`src/rtl/color_palette_access_port_defines.svh`:
```
// Assertion macros shared by the palette port RTL
`ifndef COLOR_PALETTE_ACCESS_PORT_DEFINES_SVH
`define COLOR_PALETTE_ACCESS_PORT_DEFINES_SVH

// Same-cycle implication, checked outside reset
`define CPAP_ASSERT_NOW(label, ante, cons, msg) \
   label: assert property (@(posedge clock) disable iff (reset) (ante) |-> (cons)) \
      else $error(msg);

// Next-cycle implication, checked outside reset
`define CPAP_ASSERT_NEXT(label, ante, cons, msg) \
   label: assert property (@(posedge clock) disable iff (reset) (ante) |=> (cons)) \
      else $error(msg);

`endif

```
`src/rtl/cpap_pkg.sv`:
```
`timescale 1ns / 1ps
`default_nettype none

package cpap_pkg;

   // Palette geometry
   localparam int PALETTE_BYTES_DEF = 64;
   localparam int INDEX_ENTRIES     = 64;

   // Index register bits
   localparam int IDX_FORCED_BIT  = 6;
   localparam int IDX_AUTOINC_BIT = 7;

   // Fixed read values
   localparam logic [7:0] OPEN_BUS_BYTE = 8'hFF;
   localparam logic [7:0] WRITE_BYTE    = 8'h00;

   // Access commands
   localparam logic CMD_READ  = 1'b0;
   localparam logic CMD_WRITE = 1'b1;

   // Port codes
   localparam logic [1:0] PORT_BG_INDEX  = 2'd0;
   localparam logic [1:0] PORT_BG_DATA   = 2'd1;
   localparam logic [1:0] PORT_OBJ_INDEX = 2'd2;
   localparam logic [1:0] PORT_OBJ_DATA  = 2'd3;

   // Response source select
   localparam logic [1:0] SEL_BYTE    = 2'd0;
   localparam logic [1:0] SEL_MEM_BG  = 2'd1;
   localparam logic [1:0] SEL_MEM_OBJ = 2'd2;

   // Per-bank operation issued by the top level
   typedef struct packed {
      logic       idx_wr;
      logic       mem_wr;
      logic       rd_en;
      logic [7:0] wdata;
   } bank_op_type;

endpackage

`default_nettype wire

```
`src/rtl/cpap_bank.sv`:
```
`timescale 1ns / 1ps
`default_nettype none
`include "color_palette_access_port_defines.svh"

module cpap_bank #(
   parameter int PALETTE_BYTES = cpap_pkg::PALETTE_BYTES_DEF
) (
   input  wire logic                 clock,
   input  wire logic                 reset,
   input  wire cpap_pkg::bank_op_type op,
   output logic [7:0]                index_q,
   output logic [7:0]                rd_data
);

   localparam int AW = (PALETTE_BYTES > 1) ? $clog2(PALETTE_BYTES) : 1;

   logic [7:0]              index_ff;
   logic [7:0]              index_in;
   logic [7:0]              mem [PALETTE_BYTES];
   logic [PALETTE_BYTES-1:0] vbit_ff;
   logic [7:0]              rd_ff;
   logic                    rdv_ff;
   logic [AW-1:0]           entry_tbl [cpap_pkg::INDEX_ENTRIES];
   logic [AW-1:0]           entry;

   // Map index bits 5..0 onto a palette entry
   for (genvar g = 0; g < cpap_pkg::INDEX_ENTRIES; g++) begin : g_entry
      assign entry_tbl[g] = AW'(g % PALETTE_BYTES);
   end

   assign entry = entry_tbl[index_ff[5:0]];

   // Index: load with bit 6 forced, advance after a data write when auto-increment is set
   always_comb begin
      index_in = index_ff;
      if (op.idx_wr) begin
         index_in = op.wdata;
         index_in[cpap_pkg::IDX_FORCED_BIT] = 1'b1;
      end else if (op.mem_wr && index_ff[cpap_pkg::IDX_AUTOINC_BIT]) begin
         index_in = {index_ff[7], 1'b1, index_ff[5:0] + 6'd1};
      end
   end

   always_ff @(posedge clock) begin
      if (reset) begin
         index_ff <= '0;
      end else begin
         index_ff <= index_in;
      end
   end

   // Entry valid bits stand in for the all-zero reset of the memory
   always_ff @(posedge clock) begin
      if (reset) begin
         vbit_ff <= '0;
      end else if (op.mem_wr) begin
         vbit_ff[entry] <= 1'b1;
      end
   end

   // Palette memory: one write or one registered read per beat
   always_ff @(posedge clock) begin
      if (op.mem_wr) begin
         mem[entry] <= op.wdata;
      end
      if (op.rd_en) begin
         rd_ff  <= mem[entry];
         rdv_ff <= vbit_ff[entry];
      end
   end

   assign index_q = index_ff;
   assign rd_data = rdv_ff ? rd_ff : 8'h00;

   `CPAP_ASSERT_NEXT(a_idx_forced, op.idx_wr, index_ff[cpap_pkg::IDX_FORCED_BIT], "index bit 6 not set after index write")
   `CPAP_ASSERT_NEXT(a_autoinc_keep, op.mem_wr && index_ff[cpap_pkg::IDX_AUTOINC_BIT] && !op.idx_wr, index_ff[7:6] == 2'b11, "auto-increment lost bits 7..6")
   `CPAP_ASSERT_NOW(a_one_op, 1'b1, !(op.mem_wr && op.rd_en) && !(op.mem_wr && op.idx_wr), "conflicting bank operations")

endmodule

`default_nettype wire

```
`src/rtl/color_palette_access_port.sv`:
```
`timescale 1ns / 1ps
`default_nettype none
`include "color_palette_access_port_defines.svh"

// Color palette access port: background and object palettes, each reached
// through an index port and a data port.
// Request channel (req_*): one access per beat, valid/stall; the port drives
// req_stall. Response channel (rsp_*): one read byte per request, in order;
// the downstream side drives rsp_stall. Writes return zero.
// Path: an accepted request is captured in the input register, then the
// memory read and response byte are registered into the response register;
// a receiver stall can hold either step.
// Throughput: one request per cycle while the receiver does not stall; the
// single palette memory port per bank takes the one read or write of each
// beat, and index updates finish in the same beat so the next request sees them.
// CSR channel (csr_*): writes color_mode_enabled; always ready; write only
// while no request is in flight.
// Reset: indexes clear, palettes read as zero, color mode comes up enabled,
// both pipeline stages empty.
// Receiver stall: the response register holds; the input register fills and
// then req_stall rises until the response is taken.
module color_palette_access_port #(
   parameter int PALETTE_BYTES = cpap_pkg::PALETTE_BYTES_DEF
) (
   input  wire logic       clock,
   input  wire logic       reset,
   input  wire logic       req_valid,
   output logic            req_stall,
   input  wire logic       req_command,
   input  wire logic [1:0] req_port,
   input  wire logic [7:0] req_write_data,
   input  wire logic       req_lcd_busy,
   output logic            rsp_valid,
   input  wire logic       rsp_stall,
   output logic [7:0]      rsp_read_data,
   input  wire logic       csr_valid,
   output logic            csr_ready,
   input  wire logic       csr_write_data
);

   logic       enable_ff;
   logic       s1_vld_ff, s1_vld_in;
   logic       s1_cmd_ff;
   logic [1:0] s1_port_ff;
   logic [7:0] s1_data_ff;
   logic       s1_busy_ff;
   logic       rsp_valid_ff, rsp_valid_in;
   logic [1:0] rsp_sel_ff, rsp_sel_in;
   logic [7:0] rsp_byte_ff, rsp_byte_in;
   logic       req_fire, out_free, s1_adv;
   logic       is_obj, is_data, mem_ok;
   logic [7:0] bg_index, obj_index, bg_rd, obj_rd, cur_index;
   cpap_pkg::bank_op_type bg_op, obj_op;

   // Config register
   assign csr_ready = 1'b1;

   always_ff @(posedge clock) begin
      if (reset) begin
         enable_ff <= 1'b1;
      end else if (csr_valid && csr_ready) begin
         enable_ff <= csr_write_data;
      end
   end

   // Handshake
   assign out_free  = !rsp_valid_ff || !rsp_stall;
   assign s1_adv    = s1_vld_ff && out_free;
   assign req_stall = s1_vld_ff && !out_free;
   assign req_fire  = req_valid && !req_stall;

   assign s1_vld_in    = req_fire || (s1_vld_ff && !out_free);
   assign rsp_valid_in = s1_adv || (rsp_valid_ff && rsp_stall);

   always_ff @(posedge clock) begin
      if (reset) begin
         s1_vld_ff    <= 1'b0;
         rsp_valid_ff <= 1'b0;
      end else begin
         s1_vld_ff    <= s1_vld_in;
         rsp_valid_ff <= rsp_valid_in;
      end
   end

   // Input register: capture the beat
   always_ff @(posedge clock) begin
      if (req_fire) begin
         s1_cmd_ff  <= req_command;
         s1_port_ff <= req_port;
         s1_data_ff <= req_write_data;
         s1_busy_ff <= req_lcd_busy;
      end
   end

   // Decode the port
   always_comb begin
      is_obj  = 1'b0;
      is_data = 1'b0;
      unique case (s1_port_ff)
         cpap_pkg::PORT_BG_INDEX:  begin is_obj = 1'b0; is_data = 1'b0; end
         cpap_pkg::PORT_BG_DATA:   begin is_obj = 1'b0; is_data = 1'b1; end
         cpap_pkg::PORT_OBJ_INDEX: begin is_obj = 1'b1; is_data = 1'b0; end
         cpap_pkg::PORT_OBJ_DATA:  begin is_obj = 1'b1; is_data = 1'b1; end
         default:                  begin is_obj = 1'b0; is_data = 1'b0; end
      endcase
   end

   assign mem_ok    = s1_adv && enable_ff && is_data && !s1_busy_ff;
   assign cur_index = is_obj ? obj_index : bg_index;

   // Issue bank operations
   always_comb begin
      bg_op.wdata  = s1_data_ff;
      obj_op.wdata = s1_data_ff;
      bg_op.idx_wr  = s1_adv && enable_ff && (s1_cmd_ff == cpap_pkg::CMD_WRITE)
                      && !is_data && !is_obj;
      obj_op.idx_wr = s1_adv && enable_ff && (s1_cmd_ff == cpap_pkg::CMD_WRITE)
                      && !is_data && is_obj;
      bg_op.mem_wr  = mem_ok && (s1_cmd_ff == cpap_pkg::CMD_WRITE) && !is_obj;
      obj_op.mem_wr = mem_ok && (s1_cmd_ff == cpap_pkg::CMD_WRITE) && is_obj;
      bg_op.rd_en   = mem_ok && (s1_cmd_ff == cpap_pkg::CMD_READ) && !is_obj;
      obj_op.rd_en  = mem_ok && (s1_cmd_ff == cpap_pkg::CMD_READ) && is_obj;
   end

   // Pick the response source
   always_comb begin
      rsp_sel_in  = cpap_pkg::SEL_BYTE;
      rsp_byte_in = cpap_pkg::WRITE_BYTE;
      if (s1_cmd_ff == cpap_pkg::CMD_READ) begin
         if (!enable_ff) begin
            rsp_byte_in = cpap_pkg::OPEN_BUS_BYTE;
         end else if (!is_data) begin
            rsp_byte_in = cur_index;
         end else if (s1_busy_ff) begin
            rsp_byte_in = cpap_pkg::OPEN_BUS_BYTE;
         end else begin
            rsp_sel_in = is_obj ? cpap_pkg::SEL_MEM_OBJ : cpap_pkg::SEL_MEM_BG;
         end
      end
   end

   always_ff @(posedge clock) begin
      if (s1_adv) begin
         rsp_sel_ff  <= rsp_sel_in;
         rsp_byte_ff <= rsp_byte_in;
      end
   end

   cpap_bank #(.PALETTE_BYTES(PALETTE_BYTES)) u_bg (
      .clock   (clock),
      .reset   (reset),
      .op      (bg_op),
      .index_q (bg_index),
      .rd_data (bg_rd)
   );

   cpap_bank #(.PALETTE_BYTES(PALETTE_BYTES)) u_obj (
      .clock   (clock),
      .reset   (reset),
      .op      (obj_op),
      .index_q (obj_index),
      .rd_data (obj_rd)
   );

   // Output mux
   always_comb begin
      case (rsp_sel_ff)
         cpap_pkg::SEL_MEM_BG:  rsp_read_data = bg_rd;
         cpap_pkg::SEL_MEM_OBJ: rsp_read_data = obj_rd;
         default:               rsp_read_data = rsp_byte_ff;
      endcase
   end

   assign rsp_valid = rsp_valid_ff;

   `CPAP_ASSERT_NEXT(a_adv_valid, s1_adv, rsp_valid_ff, "advanced beat did not reach response register")
   `CPAP_ASSERT_NOW(a_disabled_quiet, s1_adv && !enable_ff, !(bg_op.idx_wr || bg_op.mem_wr || obj_op.idx_wr || obj_op.mem_wr), "write issued with color mode off")
   `CPAP_ASSERT_NOW(a_single_op, 1'b1, $onehot0({bg_op.idx_wr, bg_op.mem_wr, bg_op.rd_en, obj_op.idx_wr, obj_op.mem_wr, obj_op.rd_en}), "more than one bank operation in a beat")

endmodule

`default_nettype wire
```
`config.mk`:
```
export PLATFORM = sky130hd
export DESIGN_NAME = color_palette_access_port
export DESIGN_NICKNAME = d
export VERILOG_FILES = /design/src/rtl/cpap_pkg.sv /design/src/rtl/cpap_bank.sv /design/src/rtl/color_palette_access_port.sv
export VERILOG_INCLUDE_DIRS = /design/src /design/src/rtl
export SDC_FILE = /design/constraint.sdc
export NUM_CORES = 1
export LEC_CHECK = 0
export ABC_AREA = 1
export BUFFER_PORTS_ARGS = -buffer_cell sky130_fd_sc_hd__buf_2
export CAP_MARGIN = 30
export CORE_ASPECT_RATIO = 1.75
export CORE_MARGIN = 2
export CORE_UTILIZATION = 35
export DETAILED_ROUTE_END_ITERATION = 7
export REMOVE_ABC_BUFFERS = 1
export SYNTH_ARGS = -nofsm -noshare
export SYNTH_HDL_FRONTEND = slang
export SYNTH_SLANG_ARGS = --single-unit
```
`constraint.sdc`:
```
create_clock -name clock -period 6.9 [get_ports clock]
set_input_delay 0.345 -clock clock [delete_from_list [all_inputs] [get_ports clock]]
set_output_delay 0.345 -clock clock [all_outputs]
set_load 0.02 [all_outputs]
```
# Yosys cells after proc, flatten, opt, wreduce, memory -nomap -nowiden
# Memory sizes are Yosys's and may differ from the RTL's. A register that Yosys moved wholly into a read port is not among the register bits.
# Index checks and enable logic that the tools add are counted.
# word_totals
reg_bits,171
latch_bits,0
mem_bits_rw,1024
romBits,768
in_bits,18
elab_cells,110
memories,4
# mem_list
memory,words,width,read_ports,rd_ports_with_merged_regs,write_ports,line_no,source
u_bg.mem,64,8,1,1,1,cpap_bank.sv:19,logic [7:0] mem [PALETTE_BYTES];
u_obj.mem,64,8,1,1,1,cpap_bank.sv:19,
(no name shown),64,6,1,0,0,cpap_bank.sv:31,assign entry = entry_tbl[index_ff[5:0]];
(no name shown),64,6,1,0,0,cpap_bank.sv:31,
# classes
add_sub_neg,2
mul,0
div,0
order_cmp,6
eq_ne,5
shift,0
mux,30
bitwise_logic,7
n_reduce_logical,39
# op_table
operator,n
bitwise OR 64 bit,2
two-way mux 8 bit,8
two-way mux 6 bit,4
logical AND 1 bit,21
one-hot mux 8 bit (2 select lines),1
>= comparator 7 bit (second input constant),2
< comparator 6 x 7 -> 1 bit (second input constant),2
two-way mux 7 bit,2
NOT 6 -> 7 bit,2
adder 6 x 1 -> 6 bit (second input constant),2
binary-select mux 1 bit (select 6 bit),2
demux 1 bit (select 6 bit),2
>= comparator 6 x 1 -> 1 bit (second input constant),2
two-way mux 1 bit,8
OR reduction 2 bit,4
logical NOT 1 bit,7
== test 2 bit (second input constant),3
== test 2 x 1 -> 1 bit (second input constant),2
one-hot mux 1 bit (2 select lines),2
nonzero test 2 bit,2
OR reduction 4 bit,1
logical OR 1 bit,3
NOT 1 bit,3
logical NOT 2 bit,1
two-way mux 2 bit,1

# Logic depth before layout (Yosys ltp)
# depth
ltp_word,11
depth_mapped,15
ltp_nobuf,11

# Cells and area by module
# A second synthesis with hierarchy kept.
# hier_totals
hier_cells,5451
hier_area_um2,51536.9
# by_module_without_submodules
mod,n_inst,cells_each,area_per_inst_um2
cpap_bank at u_bg,1,2650,25171.6
cpap_bank at u_obj,1,2650,25082.8
color_palette_access_port,1,151,1282.5

# Least setup slack after synthesis
# No wires, ideal clock.
# synth_timing
kind,register to register
from,reg s1_data_ff[4]
to,"reg u_obj.index_ff[4], in the netlist u_obj.index_q[4]"
arrival_time_ns,2.305
required_ns,6.830
path_slack_ns,4.524
stages_incl_launch_ff,5
period_less_slack_ns,2.376
cell_sequence,edfxtp_1 > inv_1 > o21ai_0 > nand2_1 > a21oi_1
# synth_between
elab_chain_cells,1
# synth_lines
item,line_no,source
start: declaration,color_palette_access_port.sv:45,logic [7:0] s1_data_ff;
start signal: assignment,color_palette_access_port.sv:90,s1_data_ff <= req_write_data;
two-way mux 8 bit,cpap_bank.sv:36,if (op.idx_wr) begin
end signal: assignment,cpap_bank.sv:48,index_ff <= index_in;
end: declaration,cpap_bank.sv:17,logic [7:0] index_ff;
# No other way between the ends. The select of a mux whose other input is x is not followed.
# A chain may end at the register's enable or synchronous reset.

# Final worst setup path
# layout_timing
from,"reg u_bg.index_ff[0], in the netlist u_bg.index_q[0]"
to,"reg u_bg.rd_ff[5], read port of u_bg.mem (data pin)"
# layout_between
elab_chain_cells,4
# layout_lines
item,line_no,source
start: declaration,cpap_bank.sv:17,
start signal: assignment,cpap_bank.sv:48,
NOT 6 -> 7 bit (implied by the code),cpap_bank.sv:31,
memory read (64 x 6 bit),-,
two-way mux 6 bit (implied by the code) (2 in series),cpap_bank.sv:31,
end: declaration,cpap_bank.sv:21,logic [7:0] rd_ff;
# No other way between the ends. The select of a mux whose other input is x is not followed.

==> flow_summary.json <==
{
  "status": "completed",
  "cts_tree": "yes",
  "grt_pass1_wl_mm": 210,
  "core.rowCount": 187,
  "drive_gt1_share_pct": 5.63,
  "synth-edff-count": 1064,
  "synthFlopType": "edfxtp_1",
  "design_area_sq_um": 57600,
  "die_h_microns": 513,
  "fin_crit_sh_pct": 54.2,
  "cp-start-kind": "flop",
  "worstPathRequired_ns": 7.50,
  "grt_pass1_vias": 35100,
  "grt_max_degree": 219,
  "slew-limit-headroom_pct": 17.8,
  "cts_made_buffers": 105,
  "synthesis.area_sq_um": 51900,
  "hold_viol": 0,
  "critPathMaxFanout": 214,
  "syn_area_per_cell_sq_um": 9.36,
  "grt_overflow": 0,
  "via_per_inst": 4.73,
  "die-width_microns": 295,
  "synth_seq_area_share_pct": 67.2,
  "maxCapViolCount": 0,
  "pre_cts_slack_ns": 3.15,
  "final_util_pct": 39.0,
  "root_buffer": "clkbuf_16",
  "clock_latency_ns": 0.73,
  "synth_common_cells": "nand2_1 (3,362), edfxtp_1 (1,064), nor2_1 (262)",
  "io_pins": 29,
  "slew_viol_final": 0,
  "crit_type": "reg2reg",
  "area_delta_synth_final_pct": 11.0,
  "routedWlPerCell_microns": 18.5,
  "cts_buffer_depth": 3,
  "vias": 35700,
  "yosys.area.top_type": "edfxtp_1",
  "grt_usage_pct": 18.2,
  "wl_met1_mm": 54.7,
  "synthCells": 5547,
  "drt-initial-drc-count": 2783,
  "htreeDepth": 3,
  "synthArstFlopShare_pct": 0,
  "finalSetupTns_ns": 0,
  "wl_met2_mm": 72.7,
  "dp_hpwl_mm": 83.9,
  "core_sq_um": 148000,
  "place_area_sq_um": 54000,
  "worst_pin_slew_ns": 1.23,
  "netlist-cell-type-count": 31,
  "dr.pass1.iters": 5,
  "max_freq_mhz": 267,
  "period_minus_slack_ns": 3.74,
  "worstPathArrival_ns": 4.34,
  "highest_layer": "met4",
  "ys_ff_latch": 1211,
  "fin_nets": 5508,
  "rsz0062_at_grt": "false",
  "yosys_warnings": 0,
  "end_kind": "flop",
  "skew_ns": 0.0302,
  "yosysMostFrequentCell": "nand2_1",
  "ir_drop_mv": 0.198,
  "synth_top_cell_area_share_pct": 61.5,
  "fin_ws_ns": 3.16,
  "antenna_left": 0,
  "setup_violations": 0,
  "routabilityCongestion": 0.864,
  "clock-sinks": 1211,
  "p_leak_nw": 24.1,
  "hp-class": "in2reg",
  "port_buffers": 27,
  "power_density_nw_per_um2": 251,
  "routed-wl-met3_mm": 6.39,
  "clkTransAtPathRegs_ns": 0.08,
  "initial_core_util_pct": 35.1,
  "antenna_found_initial": 1,
  "ys_top_cells_by_area": "edfxtp_1 (62%), nand2_1 (24%), dfxtp_1 (5.7%), nor2_1 (1.9%), inv_1 (1.5%)",
  "drc_errors": 0,
  "drt_wl_total_mm": 140,
  "die_area_sq_um": 152000
}
cell type report:
type / count / area, sq um
Timing Repair Buffer: 102 / 906
Multi-Input combinational cell: 3849 / 15000
Tap cell: 1984 / 2480
Fill cell: 14700 / 90200
Sequential cell: 1211 / 34900
Clock buffer: 140 / 2900
Inverter: 217 / 835
Clock inverter: 58 / 567
Antenna cell: 1 / 2.50
report_power, final:
group / switching [W] / leakage, nW / internal, W
combinational: 0.000388 / 11.6 / 0.000103
sequential: 0.0000191 / 10.8 / 0.00797
clock: 0.00272 / 1.70 / 0.00328
timing repair:
item | in CTS | in global routing
endpoints found under the hold margin | 15 | 0
hold buffers | 16 | 0
setup buffers | 0 | 0
resized for setup | 0 | 0
stage by stage:
step           total power [W]  instances  hold slack [ns]
6_report                0.0145       7562           0.0549
5_1_grt                 0.0149       7562           0.0532
4_1_cts                 0.0146       7560           0.0195
3_5_place_dp           0.00864       7346            0.440
3_3_place_gp           0.00863       7338            0.437
2_1_floorplan          0.00843       5277            0.414
layout by cell type (no fill, tap or decap), types with 3 or more instances in the layout:
| master | n |
|---|---|
| nor2_1 | 260 |
| inv_1 | 200 |
| clkbuf_1 | 23 |
| nor3_2 | 9 |
| buf_16 | 3 |
| clkinv_4 | 3 |
| nor3_4 | 3 |
| nor3_1 | 14 |
| dfxtp_4 | 4 |
| nor2_2 | 6 |
| nand2_1 | 3362 |
| edfxtp_1 | 1064 |
| clkbuf_16 | 107 |
| dfxtp_1 | 141 |
| dlygate4sd3_1 | 16 |
| o21a_1 | 6 |
| bufinv_16 | 8 |
| inv_2 | 11 |
| ha_1 | 4 |
| buf_2 | 27 |
| buf_4 | 46 |
| a21oi_1 | 63 |
| nor2_4 | 18 |
| o21ai_0 | 59 |
| clkinv_8 | 3 |
| clkinv_1 | 10 |
| buf_12 | 8 |
| inv_6 | 3 |
| a31oi_1 | 9 |
| nand3_1 | 26 |
| clkinv_2 | 26 |
| clkbuf_8 | 10 |
| clkinvlp_4 | 6 |
critical path, cell delays in order (launching register included):
cell	delay (ns)
dfxtp_4	0.35
buf_12	0.26
inv_8	0.65
buf_4	0.72
buf_4	0.63
nand2_1	0.10
nand2_1	0.09
nand2_1	0.06
nand2_1	0.10
nand2_1	0.05
nand2_1	0.10
nand2_1	0.05
nand2_1	0.14
nor2_1	0.07
nand2_1	0.05
routing by layer:
metal,up-vias,GRT usage [%]
met5,-,0
met2,983,33.3
met3,273,2.18
met4,0,8.37
li1,17400,-
met1,17000,21.1
worst paths after layout:
path                                                     from                              to  slack (ns)  cells after the start
worst min register to register  u_bg.vbit_ff[15]$_SDFFE_PP0N_   u_bg.vbit_ff[15]$_SDFFE_PP0N_        0.45                      2
worst max-delay path             u_bg.index_q[0]$_SDFFE_PP0P_         u_bg.rd_ff[5]$_DFFE_PP_        3.16                     14
worst max register to register   u_bg.index_q[0]$_SDFFE_PP0P_         u_bg.rd_ff[5]$_DFFE_PP_        3.16                     14
worst min-delay path                                    reset  u_obj.vbit_ff[49]$_SDFFE_PP0N_        0.05                      2
registers in the layout, summed over array words and instances (netlist names):
name / cells
s1_cmd_ff: 1
u_bg.mem: 512
u_bg.index_q: 8
s1_vld_ff: 1
u_bg.rd_ff: 8
rsp_valid: 1
rsp_byte_ff: 8
u_bg.vbit_ff: 64
s1_data_ff: 8
u_obj.mem: 512
u_obj.index_q: 8
s1_port_ff: 2
u_obj.rdv_ff: 1
rsp_sel_ff: 2
u_obj.rd_ff: 8
enable_ff: 1
u_obj.vbit_ff: 64
u_bg.rdv_ff: 1
s1_busy_ff: 1
kinds of logic (layout without fill, tap and decap cells):
logic type / after synthesis / after routing / synth area share, %
AOI/OAI and AO/OA: 139 / 139 / 1.39
xor gates and xnor gates: 3 / 3 / 0.0506
adders and majority gates: 4 / 4 / 0.0964
buffers and inverters: 487 / 517 / 3.87
DFF: 1211 / 1211 / 67.2
other: 1 / 2 / 0.00722
and+or+nand+nor: 3702 / 3702 / 27.4
Note: power is estimated with default switching activity, not from simulation.
